===== src/design/mmwa_pkg.sv =====
package mmwa_pkg;

    // Sample and fixed-point formats
    localparam int AXIS_BITS     = 13;
    localparam int FRACTION_BITS = 8;

    // Derived datapath widths
    localparam int DIFF_W   = AXIS_BITS + 1;
    localparam int SQ_W     = 2 * AXIS_BITS + 2;
    localparam int RAD_W    = SQ_W + 2 * FRACTION_BITS;
    localparam int ROOT_W   = RAD_W / 2;
    localparam int REM_W    = ROOT_W + 2;
    localparam int SUB_W    = REM_W + 2;
    localparam int SUM_W    = 32;
    localparam int COUNT_W  = 8;
    localparam int GAIN_W   = 24;
    localparam int OFFSET_W = 32;
    localparam int VALUE_W  = 32;
    localparam int MUL_A_W  = SUM_W + 1;
    localparam int MUL_B_W  = GAIN_W;
    localparam int PROD_W   = MUL_A_W + MUL_B_W;
    localparam int SHIFT_W  = PROD_W - FRACTION_BITS;
    localparam int TOTAL_W  = SHIFT_W + 1;
    localparam int STEP_W   = $clog2(SUM_W);
    localparam int FUNC_W   = 2;
    localparam int CFG_IDX_W  = 2;
    localparam int CFG_DATA_W = 32;

    // Square phase: three products, then one more step to fold the last one
    localparam int SQUARE_STEPS = 4;

    // Register reset values
    localparam logic [GAIN_W-1:0]   RESET_GAIN        = GAIN_W'(65536);
    localparam logic [OFFSET_W-1:0] RESET_OFFSET      = '0;
    localparam logic [COUNT_W-1:0]  RESET_MAX_SAMPLES = COUNT_W'(200);

    typedef enum logic [FUNC_W-1:0] {
        FUNC_REF  = 2'd0,
        FUNC_ACC  = 2'd1,
        FUNC_TICK = 2'd2
    } func_t;

    typedef enum logic [CFG_IDX_W-1:0] {
        CFG_GAIN        = 2'd0,
        CFG_OFFSET      = 2'd1,
        CFG_MAX_SAMPLES = 2'd2
    } cfg_idx_t;

    typedef enum logic [2:0] {
        ST_IDLE,
        ST_SQUARE,
        ST_ROOT,
        ST_ACC,
        ST_DIV_LOAD,
        ST_DIV,
        ST_MUL,
        ST_OUT
    } state_t;

    typedef enum logic [3:0] {
        OP_NONE,
        OP_LOAD_REF,
        OP_LOAD_DIFF,
        OP_SQUARE,
        OP_ROOT,
        OP_ACC,
        OP_DIV_LOAD,
        OP_DIV,
        OP_MUL
    } op_t;

    typedef struct packed {
        op_t               op;
        logic [STEP_W-1:0] step;
        logic              out_load;
        logic              out_has_data;
        logic              out_limit;
    } dp_ctrl_t;

    typedef struct packed {
        logic window_open;
        logic count_zero;
        logic limit_hit;
    } dp_stat_t;

endpackage


===== src/design/mmwa_if.sv =====
interface mmwa_sample_if import mmwa_pkg::*; ();
    logic                 valid;
    logic                 ready;
    logic [FUNC_W-1:0]    func;
    logic [AXIS_BITS-1:0] accel_x;
    logic [AXIS_BITS-1:0] accel_y;
    logic [AXIS_BITS-1:0] accel_z;

    modport source (output valid, func, accel_x, accel_y, accel_z, input ready);
    modport sink   (input valid, func, accel_x, accel_y, accel_z, output ready);
endinterface

interface mmwa_result_if import mmwa_pkg::*; ();
    logic                valid;
    logic                ready;
    logic [VALUE_W-1:0]  motion_value;
    logic [COUNT_W-1:0]  sample_count;
    logic                has_data;
    logic                closed_by_limit;

    modport source (output valid, motion_value, sample_count, has_data, closed_by_limit,
                    input ready);
    modport sink   (input valid, motion_value, sample_count, has_data, closed_by_limit,
                    output ready);
endinterface

interface mmwa_cfg_if import mmwa_pkg::*; ();
    logic                  valid;
    logic                  ready;
    logic [CFG_IDX_W-1:0]  index;
    logic [CFG_DATA_W-1:0] data;

    modport source (output valid, index, data, input ready);
    modport sink   (input valid, index, data, output ready);
endinterface


===== src/design/mmwa_dp.sv =====
module mmwa_dp import mmwa_pkg::*; (
    input  logic                 clk,
    input  logic                 rst_n,
    mmwa_sample_if.sink          sample,
    mmwa_cfg_if.sink             cfg,
    input  dp_ctrl_t             ctrl,
    output dp_stat_t             stat,
    output logic [VALUE_W-1:0]   motion_value,
    output logic [COUNT_W-1:0]   sample_count,
    output logic                 has_data,
    output logic                 closed_by_limit
);

    // Configuration
    logic [GAIN_W-1:0]   gain_reg;
    logic [OFFSET_W-1:0] offset_reg;
    logic [COUNT_W-1:0]  max_reg;

    // Window state
    logic [AXIS_BITS-1:0] ref_x_reg, ref_y_reg, ref_z_reg;
    logic [SUM_W-1:0]     sum_reg;
    logic [COUNT_W-1:0]   count_reg;
    logic                 open_reg;

    // Working registers
    logic signed [DIFF_W-1:0] dx_reg, dy_reg, dz_reg;
    logic signed [PROD_W-1:0] prod_reg;
    logic [SQ_W-1:0]          sq_reg;
    logic [RAD_W-1:0]         rad_reg;
    logic [REM_W-1:0]         rem_reg;
    logic [ROOT_W-1:0]        root_reg;
    logic [SUM_W-1:0]         q_reg;
    logic [COUNT_W-1:0]       drem_reg;

    // Result register
    logic [VALUE_W-1:0] value_reg;
    logic [COUNT_W-1:0] out_count_reg;
    logic               out_has_reg;
    logic               out_limit_reg;

    // Combinational nets
    logic signed [DIFF_W-1:0]  new_dx, new_dy, new_dz, sq_sel;
    logic signed [MUL_A_W-1:0] mul_a;
    logic signed [MUL_B_W-1:0] mul_b;
    logic signed [PROD_W-1:0]  mul_p;
    logic [SUB_W-1:0]          sub_a, sub_b;
    logic [SUB_W:0]            sub_diff;
    logic                      sub_ge;
    logic [SUB_W-1:0]          rem_sh;
    logic [SQ_W-1:0]           sq_final;
    logic [SUM_W:0]            sum_wide;
    logic [SUM_W-1:0]          sum_sat;
    logic [COUNT_W-1:0]        count_inc;
    logic signed [SHIFT_W-1:0] shifted;
    logic signed [TOTAL_W-1:0] total;
    logic                      sat_hi, sat_lo;
    logic [VALUE_W-1:0]        value_calc;

    assign cfg.ready = 1'b1;

    // Differences against the previous sample
    assign new_dx = DIFF_W'($signed(sample.accel_x)) - DIFF_W'($signed(ref_x_reg));
    assign new_dy = DIFF_W'($signed(sample.accel_y)) - DIFF_W'($signed(ref_y_reg));
    assign new_dz = DIFF_W'($signed(sample.accel_z)) - DIFF_W'($signed(ref_z_reg));

    // Select the axis to square; the last step squares nothing
    always_comb
    begin
        case (ctrl.step[1:0])
            2'd0:    sq_sel = dx_reg;
            2'd1:    sq_sel = dy_reg;
            2'd2:    sq_sel = dz_reg;
            default: sq_sel = '0;
        endcase
    end

    // Shared multiplier: squares, then mean times gain
    always_comb
    begin
        if (ctrl.op == OP_MUL)
        begin
            mul_a = $signed({1'b0, q_reg});
            mul_b = $signed(gain_reg);
        end
        else
        begin
            mul_a = MUL_A_W'(sq_sel);
            mul_b = MUL_B_W'(sq_sel);
        end
    end

    assign mul_p    = mul_a * mul_b;
    assign sq_final = sq_reg + prod_reg[SQ_W-1:0];

    // Shared compare-and-subtract unit: root digits and divide steps
    assign rem_sh = {rem_reg, rad_reg[RAD_W-1 -: 2]};

    always_comb
    begin
        if (ctrl.op == OP_DIV)
        begin
            sub_a = SUB_W'({drem_reg, q_reg[SUM_W-1]});
            sub_b = SUB_W'(count_reg);
        end
        else
        begin
            sub_a = rem_sh;
            sub_b = SUB_W'({root_reg, 2'b01});
        end
    end

    assign sub_diff = {1'b0, sub_a} - {1'b0, sub_b};
    assign sub_ge   = ~sub_diff[SUB_W];

    // Saturating accumulate and count advance
    assign sum_wide  = {1'b0, sum_reg} + (SUM_W + 1)'(root_reg);
    assign sum_sat   = sum_wide[SUM_W] ? {SUM_W{1'b1}} : sum_wide[SUM_W-1:0];
    assign count_inc = count_reg + COUNT_W'(1);

    assign stat.window_open = open_reg;
    assign stat.count_zero  = (count_reg == '0);
    assign stat.limit_hit   = (count_inc > max_reg) || (count_inc == {COUNT_W{1'b1}});

    // Scale back, add offset, saturate
    assign shifted = prod_reg[PROD_W-1:FRACTION_BITS];
    assign total   = TOTAL_W'(shifted) + TOTAL_W'($signed(offset_reg));
    assign sat_hi  = ~total[TOTAL_W-1] & (|total[TOTAL_W-2:VALUE_W-1]);
    assign sat_lo  = total[TOTAL_W-1] & ~(&total[TOTAL_W-2:VALUE_W-1]);

    always_comb
    begin
        if (!ctrl.out_has_data)
            value_calc = '0;
        else if (sat_hi)
            value_calc = {1'b0, {(VALUE_W-1){1'b1}}};
        else if (sat_lo)
            value_calc = {1'b1, {(VALUE_W-1){1'b0}}};
        else
            value_calc = total[VALUE_W-1:0];
    end

    // Configuration writes
    always_ff @(posedge clk or negedge rst_n)
    begin
        if (!rst_n)
        begin
            gain_reg   <= RESET_GAIN;
            offset_reg <= RESET_OFFSET;
            max_reg    <= RESET_MAX_SAMPLES;
        end
        else if (cfg.valid)
        begin
            unique case (cfg.index)
                CFG_GAIN:        gain_reg   <= cfg.data[GAIN_W-1:0];
                CFG_OFFSET:      offset_reg <= cfg.data[OFFSET_W-1:0];
                CFG_MAX_SAMPLES: max_reg    <= cfg.data[COUNT_W-1:0];
                default:         ;
            endcase
        end
    end

    // Window state
    always_ff @(posedge clk or negedge rst_n)
    begin
        if (!rst_n)
        begin
            ref_x_reg <= '0;
            ref_y_reg <= '0;
            ref_z_reg <= '0;
            sum_reg   <= '0;
            count_reg <= '0;
            open_reg  <= 1'b0;
        end
        else
        begin
            if (ctrl.op == OP_LOAD_REF || ctrl.op == OP_LOAD_DIFF)
            begin
                ref_x_reg <= sample.accel_x;
                ref_y_reg <= sample.accel_y;
                ref_z_reg <= sample.accel_z;
            end
            if (ctrl.op == OP_LOAD_REF)
            begin
                sum_reg   <= '0;
                count_reg <= '0;
                open_reg  <= 1'b1;
            end
            else if (ctrl.op == OP_ACC)
            begin
                sum_reg   <= sum_sat;
                count_reg <= count_inc;
            end
            if (ctrl.out_load)
                open_reg <= 1'b0;
        end
    end

    // Iteration registers
    always_ff @(posedge clk)
    begin
        case (ctrl.op)
            OP_LOAD_DIFF:
            begin
                dx_reg <= new_dx;
                dy_reg <= new_dy;
                dz_reg <= new_dz;
            end
            OP_SQUARE:
            begin
                prod_reg <= mul_p;
                if (ctrl.step == '0)
                    sq_reg <= '0;
                else
                    sq_reg <= sq_final;
                if (ctrl.step == STEP_W'(SQUARE_STEPS - 1))
                begin
                    rad_reg  <= RAD_W'(sq_final) << (2 * FRACTION_BITS);
                    rem_reg  <= '0;
                    root_reg <= '0;
                end
            end
            OP_ROOT:
            begin
                rem_reg  <= sub_ge ? sub_diff[REM_W-1:0] : rem_sh[REM_W-1:0];
                root_reg <= {root_reg[ROOT_W-2:0], sub_ge};
                rad_reg  <= rad_reg << 2;
            end
            OP_DIV_LOAD:
            begin
                q_reg    <= sum_reg;
                drem_reg <= '0;
            end
            OP_DIV:
            begin
                drem_reg <= sub_ge ? sub_diff[COUNT_W-1:0] : sub_a[COUNT_W-1:0];
                q_reg    <= {q_reg[SUM_W-2:0], sub_ge};
            end
            OP_MUL:
                prod_reg <= mul_p;
            default: ;
        endcase
    end

    // Result register
    always_ff @(posedge clk)
    begin
        if (ctrl.out_load)
        begin
            value_reg     <= value_calc;
            out_count_reg <= count_reg;
            out_has_reg   <= ctrl.out_has_data;
            out_limit_reg <= ctrl.out_limit;
        end
    end

    assign motion_value    = value_reg;
    assign sample_count    = out_count_reg;
    assign has_data        = out_has_reg;
    assign closed_by_limit = out_limit_reg;

endmodule


===== src/design/mmwa_seq.sv =====
module mmwa_seq import mmwa_pkg::*; (
    input  logic     clk,
    input  logic     rst_n,
    input  logic     sample_valid,
    input  logic [FUNC_W-1:0] sample_func,
    output logic     sample_ready,
    output logic     result_valid,
    input  logic     result_ready,
    input  dp_stat_t stat,
    output dp_ctrl_t ctrl
);

    state_t            state_reg, state_next;
    logic [STEP_W-1:0] step_reg, step_next;
    logic              has_reg, has_next;
    logic              limit_reg, limit_next;
    logic              out_valid_reg, out_valid_next;

    // State register
    always_ff @(posedge clk or negedge rst_n)
    begin
        if (!rst_n)
        begin
            state_reg     <= ST_IDLE;
            step_reg      <= '0;
            has_reg       <= 1'b0;
            limit_reg     <= 1'b0;
            out_valid_reg <= 1'b0;
        end
        else
        begin
            state_reg     <= state_next;
            step_reg      <= step_next;
            has_reg       <= has_next;
            limit_reg     <= limit_next;
            out_valid_reg <= out_valid_next;
        end
    end

    // Next state and datapath commands
    always_comb
    begin
        state_next        = state_reg;
        step_next         = step_reg;
        has_next          = has_reg;
        limit_next        = limit_reg;
        out_valid_next    = out_valid_reg;
        sample_ready      = 1'b0;
        ctrl.op           = OP_NONE;
        ctrl.step         = step_reg;
        ctrl.out_load     = 1'b0;
        ctrl.out_has_data = has_reg;
        ctrl.out_limit    = limit_reg;

        // Drop the result once taken
        if (out_valid_reg && result_ready)
            out_valid_next = 1'b0;

        unique case (state_reg)
            ST_IDLE:
            begin
                sample_ready = 1'b1;
                if (sample_valid)
                begin
                    if (sample_func == FUNC_REF)
                        ctrl.op = OP_LOAD_REF;
                    else if (sample_func == FUNC_ACC && stat.window_open)
                    begin
                        ctrl.op    = OP_LOAD_DIFF;
                        step_next  = '0;
                        state_next = ST_SQUARE;
                    end
                    else if (sample_func == FUNC_TICK && stat.window_open)
                    begin
                        limit_next = 1'b0;
                        has_next   = ~stat.count_zero;
                        state_next = stat.count_zero ? ST_OUT : ST_DIV_LOAD;
                    end
                end
            end
            ST_SQUARE:
            begin
                ctrl.op = OP_SQUARE;
                if (step_reg == STEP_W'(SQUARE_STEPS - 1))
                begin
                    step_next  = '0;
                    state_next = ST_ROOT;
                end
                else
                    step_next = step_reg + STEP_W'(1);
            end
            ST_ROOT:
            begin
                ctrl.op = OP_ROOT;
                if (step_reg == STEP_W'(ROOT_W - 1))
                    state_next = ST_ACC;
                else
                    step_next = step_reg + STEP_W'(1);
            end
            ST_ACC:
            begin
                ctrl.op = OP_ACC;
                if (stat.limit_hit)
                begin
                    limit_next = 1'b1;
                    has_next   = 1'b1;
                    state_next = ST_DIV_LOAD;
                end
                else
                    state_next = ST_IDLE;
            end
            ST_DIV_LOAD:
            begin
                ctrl.op    = OP_DIV_LOAD;
                step_next  = '0;
                state_next = ST_DIV;
            end
            ST_DIV:
            begin
                ctrl.op = OP_DIV;
                if (step_reg == STEP_W'(SUM_W - 1))
                    state_next = ST_MUL;
                else
                    step_next = step_reg + STEP_W'(1);
            end
            ST_MUL:
            begin
                ctrl.op    = OP_MUL;
                state_next = ST_OUT;
            end
            ST_OUT:
            begin
                // Hold until the result register is free
                if (!out_valid_reg || result_ready)
                begin
                    ctrl.out_load  = 1'b1;
                    out_valid_next = 1'b1;
                    state_next     = ST_IDLE;
                end
            end
            default:
                state_next = ST_IDLE;
        endcase
    end

    assign result_valid = out_valid_reg;

endmodule


===== src/design/motion_magnitude_window_averager_core.sv =====
// Channel   Role    Payload
// sample    sink    func, accel_x, accel_y, accel_z
// result    source  motion_value, sample_count, has_data, closed_by_limit
// cfg       sink    index (0 gain, 1 offset, 2 max_samples), data
//
// Reference, tick on a closed window and unused codes are handled in the idle state.
// Accumulate sample: 4 square steps on the shared multiplier, 22 root digits on
// the shared subtract unit, 1 accumulate; a close adds 32 divide steps on the same
// subtract unit, a multiply and the output. An empty window goes straight to output.
// Reset is asynchronous: configuration registers return to defaults and no window is open.
// A waiting result does not block the next request; only a new close waits.
module motion_magnitude_window_averager_core import mmwa_pkg::*; (
    input  logic         clk,
    input  logic         rst_n,
    mmwa_sample_if.sink  sample,
    mmwa_result_if.source result,
    mmwa_cfg_if.sink     cfg
);

    dp_ctrl_t ctrl;
    dp_stat_t stat;

    mmwa_seq u_seq (
        .clk          (clk),
        .rst_n        (rst_n),
        .sample_valid (sample.valid),
        .sample_func  (sample.func),
        .sample_ready (sample.ready),
        .result_valid (result.valid),
        .result_ready (result.ready),
        .stat         (stat),
        .ctrl         (ctrl)
    );

    mmwa_dp u_dp (
        .clk             (clk),
        .rst_n           (rst_n),
        .sample          (sample),
        .cfg             (cfg),
        .ctrl            (ctrl),
        .stat            (stat),
        .motion_value    (result.motion_value),
        .sample_count    (result.sample_count),
        .has_data        (result.has_data),
        .closed_by_limit (result.closed_by_limit)
    );

endmodule


===== src/flat_wrapper.sv =====
// flat-port wrapper written by rule: the top's interface ports become plain ports
module motion_magnitude_window_averager_core_flat import mmwa_pkg::*;
  (clk, rst_n, sample_valid, sample_func, sample_accel_x, sample_accel_y, sample_accel_z, sample_ready, result_valid, result_motion_value, result_sample_count, result_has_data, result_closed_by_limit, result_ready, cfg_valid, cfg_index, cfg_data, cfg_ready);
  mmwa_sample_if sample_i ();
  mmwa_result_if result_i ();
  mmwa_cfg_if cfg_i ();
  input  logic clk;
  input  logic rst_n;
  input wire logic [$bits(sample_i.valid)-1:0] sample_valid;
  input wire logic [$bits(sample_i.func)-1:0] sample_func;
  input wire logic [$bits(sample_i.accel_x)-1:0] sample_accel_x;
  input wire logic [$bits(sample_i.accel_y)-1:0] sample_accel_y;
  input wire logic [$bits(sample_i.accel_z)-1:0] sample_accel_z;
  output wire logic [$bits(sample_i.ready)-1:0] sample_ready;
  output wire logic [$bits(result_i.valid)-1:0] result_valid;
  output wire logic [$bits(result_i.motion_value)-1:0] result_motion_value;
  output wire logic [$bits(result_i.sample_count)-1:0] result_sample_count;
  output wire logic [$bits(result_i.has_data)-1:0] result_has_data;
  output wire logic [$bits(result_i.closed_by_limit)-1:0] result_closed_by_limit;
  input wire logic [$bits(result_i.ready)-1:0] result_ready;
  input wire logic [$bits(cfg_i.valid)-1:0] cfg_valid;
  input wire logic [$bits(cfg_i.index)-1:0] cfg_index;
  input wire logic [$bits(cfg_i.data)-1:0] cfg_data;
  output wire logic [$bits(cfg_i.ready)-1:0] cfg_ready;
  assign sample_i.valid = sample_valid;
  assign sample_i.func = sample_func;
  assign sample_i.accel_x = sample_accel_x;
  assign sample_i.accel_y = sample_accel_y;
  assign sample_i.accel_z = sample_accel_z;
  assign sample_ready = sample_i.ready;
  assign result_valid = result_i.valid;
  assign result_motion_value = result_i.motion_value;
  assign result_sample_count = result_i.sample_count;
  assign result_has_data = result_i.has_data;
  assign result_closed_by_limit = result_i.closed_by_limit;
  assign result_i.ready = result_ready;
  assign cfg_i.valid = cfg_valid;
  assign cfg_i.index = cfg_index;
  assign cfg_i.data = cfg_data;
  assign cfg_ready = cfg_i.ready;
  motion_magnitude_window_averager_core u_core (.clk(clk), .rst_n(rst_n), .sample(sample_i), .result(result_i), .cfg(cfg_i));
endmodule

===== config.mk =====
export PLATFORM = sky130hd
export DESIGN_NAME = motion_magnitude_window_averager_core_flat
export DESIGN_NICKNAME = d
export VERILOG_FILES = /design/src/design/mmwa_pkg.sv /design/src/design/mmwa_if.sv /design/src/design/mmwa_dp.sv /design/src/design/mmwa_seq.sv /design/src/design/motion_magnitude_window_averager_core.sv /design/src/flat_wrapper.sv
export SDC_FILE = /design/constraint.sdc
export NUM_CORES = 2
export LEC_CHECK = 0
export ABC_CLOCK_PERIOD_IN_PS = 8730
export BUFFER_PORTS_ARGS = -buffer_cell sky130_fd_sc_hd__clkbuf_2
export CORE_MARGIN = 2
export CORE_UTILIZATION = 45
export DETAILED_ROUTE_END_ITERATION = 10
export SETUP_SLACK_MARGIN = 0.4
export SYNTH_ARGS = -nofsm -noshare
export SYNTH_HDL_FRONTEND = slang
export SYNTH_SLANG_ARGS = --single-unit

===== constraint.sdc =====
create_clock -name clk -period 8.73 [get_ports clk]
set_input_delay 1.746 -clock clk [delete_from_list [all_inputs] [get_ports clk]]
set_output_delay 1.746 -clock clk [all_outputs]
set_load 0.05 [all_outputs]

==> metrics.md <==
| Metric | Value |
|---|---|
| Pins Over Slew Limit | 0 |
| Global routing's busiest layer | met2 |
| Clock latency on the worst-skew pair | 0.65 ns |
| Antenna viol nets, final | 0 |
| WL/cell | 20.75 µm |
| Clock-pin slew on the worst setup and hold paths | 0.06 ns |
| Vias in the first global route | 42600 |
| Post-route clock skew | 0.06308 ns |
| Worst setup EP type | flip-flop |
| Synthesized flop and latch total | 438 |
| Met2 Use GR | 0.4201 |
| Min Tclk post-route | 8.610 ns |
| I/O Buffers | 123 |
| Final WL | 160.3 mm |
| # setup viols final | 0 |
| Async S/R FF share, synth | 0.3539 |
| Netlist cell types | 84 |
| Syn Nets | 6910 |
| CTS root buffer | clkbuf_16 |
| Smallest hold slack | 0.4870 ns |
| Inserted Clock Buffers | 53 |
| CTS Buffer Depth | 3 |
| P&R area growth vs syn | 16.59% |
| Synth Area in Adders | 0.3824 |
| Final TNS setup | 0 ns |
| Multiplexer share of the synthesized area | 0.02333 |
| IO Count | 125 |
| DRC viols | 0 |
| Largest register FFs | 57 |
| Gr usage total | 0.2683 |
| XOR/XNOR Fraction of Synth Area | 0.03210 |
| Simple-Gate Fraction of Synth Area | 0.1416 |
| Max-cap viol count | 0 |
| DP Wirelength | 132.9 mm |
| Status | complete, no violations |
| Crit path DAT | 8.97 ns |
| Final Hold Fails | 0 |
| Crit-path max FO | 9 |
| RSZ-0062 raised after global routing | true |
| Layout cells sized above 1 | 0.1670 |
| DR vias/cell | 5.373 |
| Sink Count | 438 |
| Mapped Area | 52930 µm² |
| First-pass GRT wire length | 249.2 mm |
| Largest family of logic cells by synthesized area | adder cells |
| Design area | 61710 µm² |
| Compound-Gate Fraction of Synth Area | 0.09975 |
| Nets | 7369 |
| Critical path type | reg2reg |
| Ys flop type | edfxtp_1 |
| Mean Syn Cell Area | 9.296 µm² |
| Fmax | 0.1161 GHz |
| CP max-delay cell | fa_2 |
| DRC violation total after the first TritonRoute iteration | 3238 |
| Die width | 347.0 µm |
| FP Rows | 125 |
| Slew of the pin with the lowest slew margin | 1.160 ns |
| Antenna violations before repair | 10 |
| Register area share after synthesis | 0.2339 |
| Critical Path Most Common Cell | buf_4 |
| Critical Path RT | 9.09 ns |
| Placed inst area | 58610 µm² |
| Die area | 120400 µm² |
| Worst path max stage delay | 0.57 ns |
| Met3 Track Usage GR | 0.05743 |
| Gr ovfl total | 0 |
| Die Y | 347.0 µm |
| Final Cycle Share | 0.9862 |
| Synth warnings | 0 |
| Hold-fix buffers, CTS | 0 |
| Headroom to the max-slew limit | 0.2264 |
| EDFF count, synth | 283 |
| Routability-driven placement congestion ratio | 0.9916 |
| Max H-tree Level | 2 |
| Initial Utilization | 0.4549 |
| FILL cells | 10720 |
| TritonCTS clock tree | yes |
| Core area | 116400 µm² |
| GRT met1 Usage | 0.3779 |
| Worst Setup Start Kind | flip-flop |
| Synth Instances | 5694 |
| Worst hold path type | reg2reg |
| DRT Pass-1 Iters | 7 |
| Largest net degree at the start of global routing | 75 |
| Via count | 41510 |
-- routing by layer --
metal  up-vias  part of all wire  wire length [µm]
li1      19120                 -                 -
met1     20620              0.44             69870
met2      1522              0.44             71310
met3       248             0.090             14360
met4         2             0.030              4786
met5         -          0.000075                12
-- cell type report --
type                    count  area (µm²)  share of cell area
diodes                      4       10.01           0.0001622
multi-input cells        4038       36930              0.5985
well taps                1524        1907             0.03090
clock buffers              70        1463             0.02370
inverters                 985        3702             0.05999
clock inverters            30       326.6            0.005292
flip-flops and latches    438       12380              0.2007
repair buffers            637        4987             0.08081
-- metrics by stage --
stage               instances  setup WS, ns    util
detailed placement       7580       -0.6440  0.5037
global placement         7580       -0.4857  0.5037
finish                   7726        0.1203  0.5304
global route             7722       -0.1986  0.5303
CTS                      7707       0.09891  0.5263
floorplan                5694        0.4008       -
-- cell usage in the layout (no fill, tap or decap), types with 41 or more instances in the layout --
cell type  synthesis  final
a21o_1           124    109
a21oi_1          233    207
and2_1            47     45
and3_1            43     41
buf_4              4    457
clkbuf_16          0     56
clkbuf_2           1    122
dfrtp_1          151    150
edfxtp_1         283    283
fa_1             803    786
ha_1             333    309
inv_1            984    971
mux2_2            99     99
nand2_1          778    763
nand3_1          105    104
nand4_1           51     51
nor2_1           526    491
o21ai_0          272    261
xnor2_1          116    113
xor2_1            78     78
-- timing repair --
item,4_1_cts,5_1_grt
hold endpoints to repair,0,0
gates resized for setup,152,85
pin swaps,94,71
gates cloned,1,2
endpoints found under the setup margin,27,22
setup buffers,26,13
-- synth_stat cells (7+ instances only) --
cell        n  area share
inv_1     984       0.070
fa_1      803        0.30
nand2_1   778       0.055
nor2_1    526       0.037
ha_1      333       0.079
edfxtp_1  283        0.16
o21ai_0   272       0.026
a21oi_1   233       0.022
clkbuf_1  209       0.015
dfrtp_1   151       0.071
a21o_1    124       0.018
xnor2_1   116       0.019
nand3_1   105      0.0099
mux2_2     99       0.021
xor2_1     78       0.013
nand4_1    51      0.0060
and2_1     47      0.0056
and3_1     43      0.0051
nand2b_1   42      0.0050
nor2b_1    42      0.0050
nor3_1     38      0.0036
o21a_1     37      0.0052
a31oi_1    31      0.0037
o21bai_1   20      0.0028
or3_1      19      0.0022
o21ai_1    16      0.0015
a222oi_1   14      0.0026
buf_1      13     0.00092
a211oi_1   12      0.0017
mux2i_1    12      0.0023
o31ai_1    10      0.0014
or2_2       9      0.0011
nor4_1      8     0.00095
o211ai_1    8      0.0011
a211o_1     7      0.0012
-- path summary, 6_finish.rpt --
check | cells past startpoint | from | endpoint | slack, ns
max | 37 | u_core.u_seq.step_reg[1] | u_core.u_dp.prod_reg[56] | 0.12
min | 2 | u_core.u_dp.ref_z_reg[0] | u_core.u_dp.ref_z_reg[0] | 0.49
max reg2reg | 37 | u_core.u_seq.step_reg[1] | u_core.u_dp.prod_reg[56] | 0.12
min reg2reg | 2 | u_core.u_dp.ref_z_reg[0] | u_core.u_dp.ref_z_reg[0] | 0.49
max in group asynchronous | 2 | rst_n | u_core.u_dp.count_reg[5] | 6.44
min in group asynchronous | 1 | rst_n | u_core.u_dp.ref_y_reg[9] | 1.08
-- logic make-up (layout without fill, tap and decap cells) --
logic type                 after synthesis  count (layout)
AOI/OAI and AO/OA                      857             857
xor gates and xnor gates               194             194
adders and majority gates             1136            1136
buffers and inverters                 1218            1722
DFF                                    438             438
muxes                                  111             111
other                                    1               5
and+or+nand+nor                       1739            1739
-- critical path, delay by kind of cell, from the launching register on --
kind | cells | cell delay, ns
AO/OA/AOI/OAI | 11 | 2.22
XOR/XNOR | 1 | 0.07
adder cells (fa/ha/maj) | 9 | 3.92
buffers and inverters | 12 | 1.45
flip-flops | 1 | 0.41
AND/OR/NAND/NOR | 4 | 0.24
Power is not shown: default switching activity piles up to over one toggle a cycle in this logic, so the estimate is an artifact.
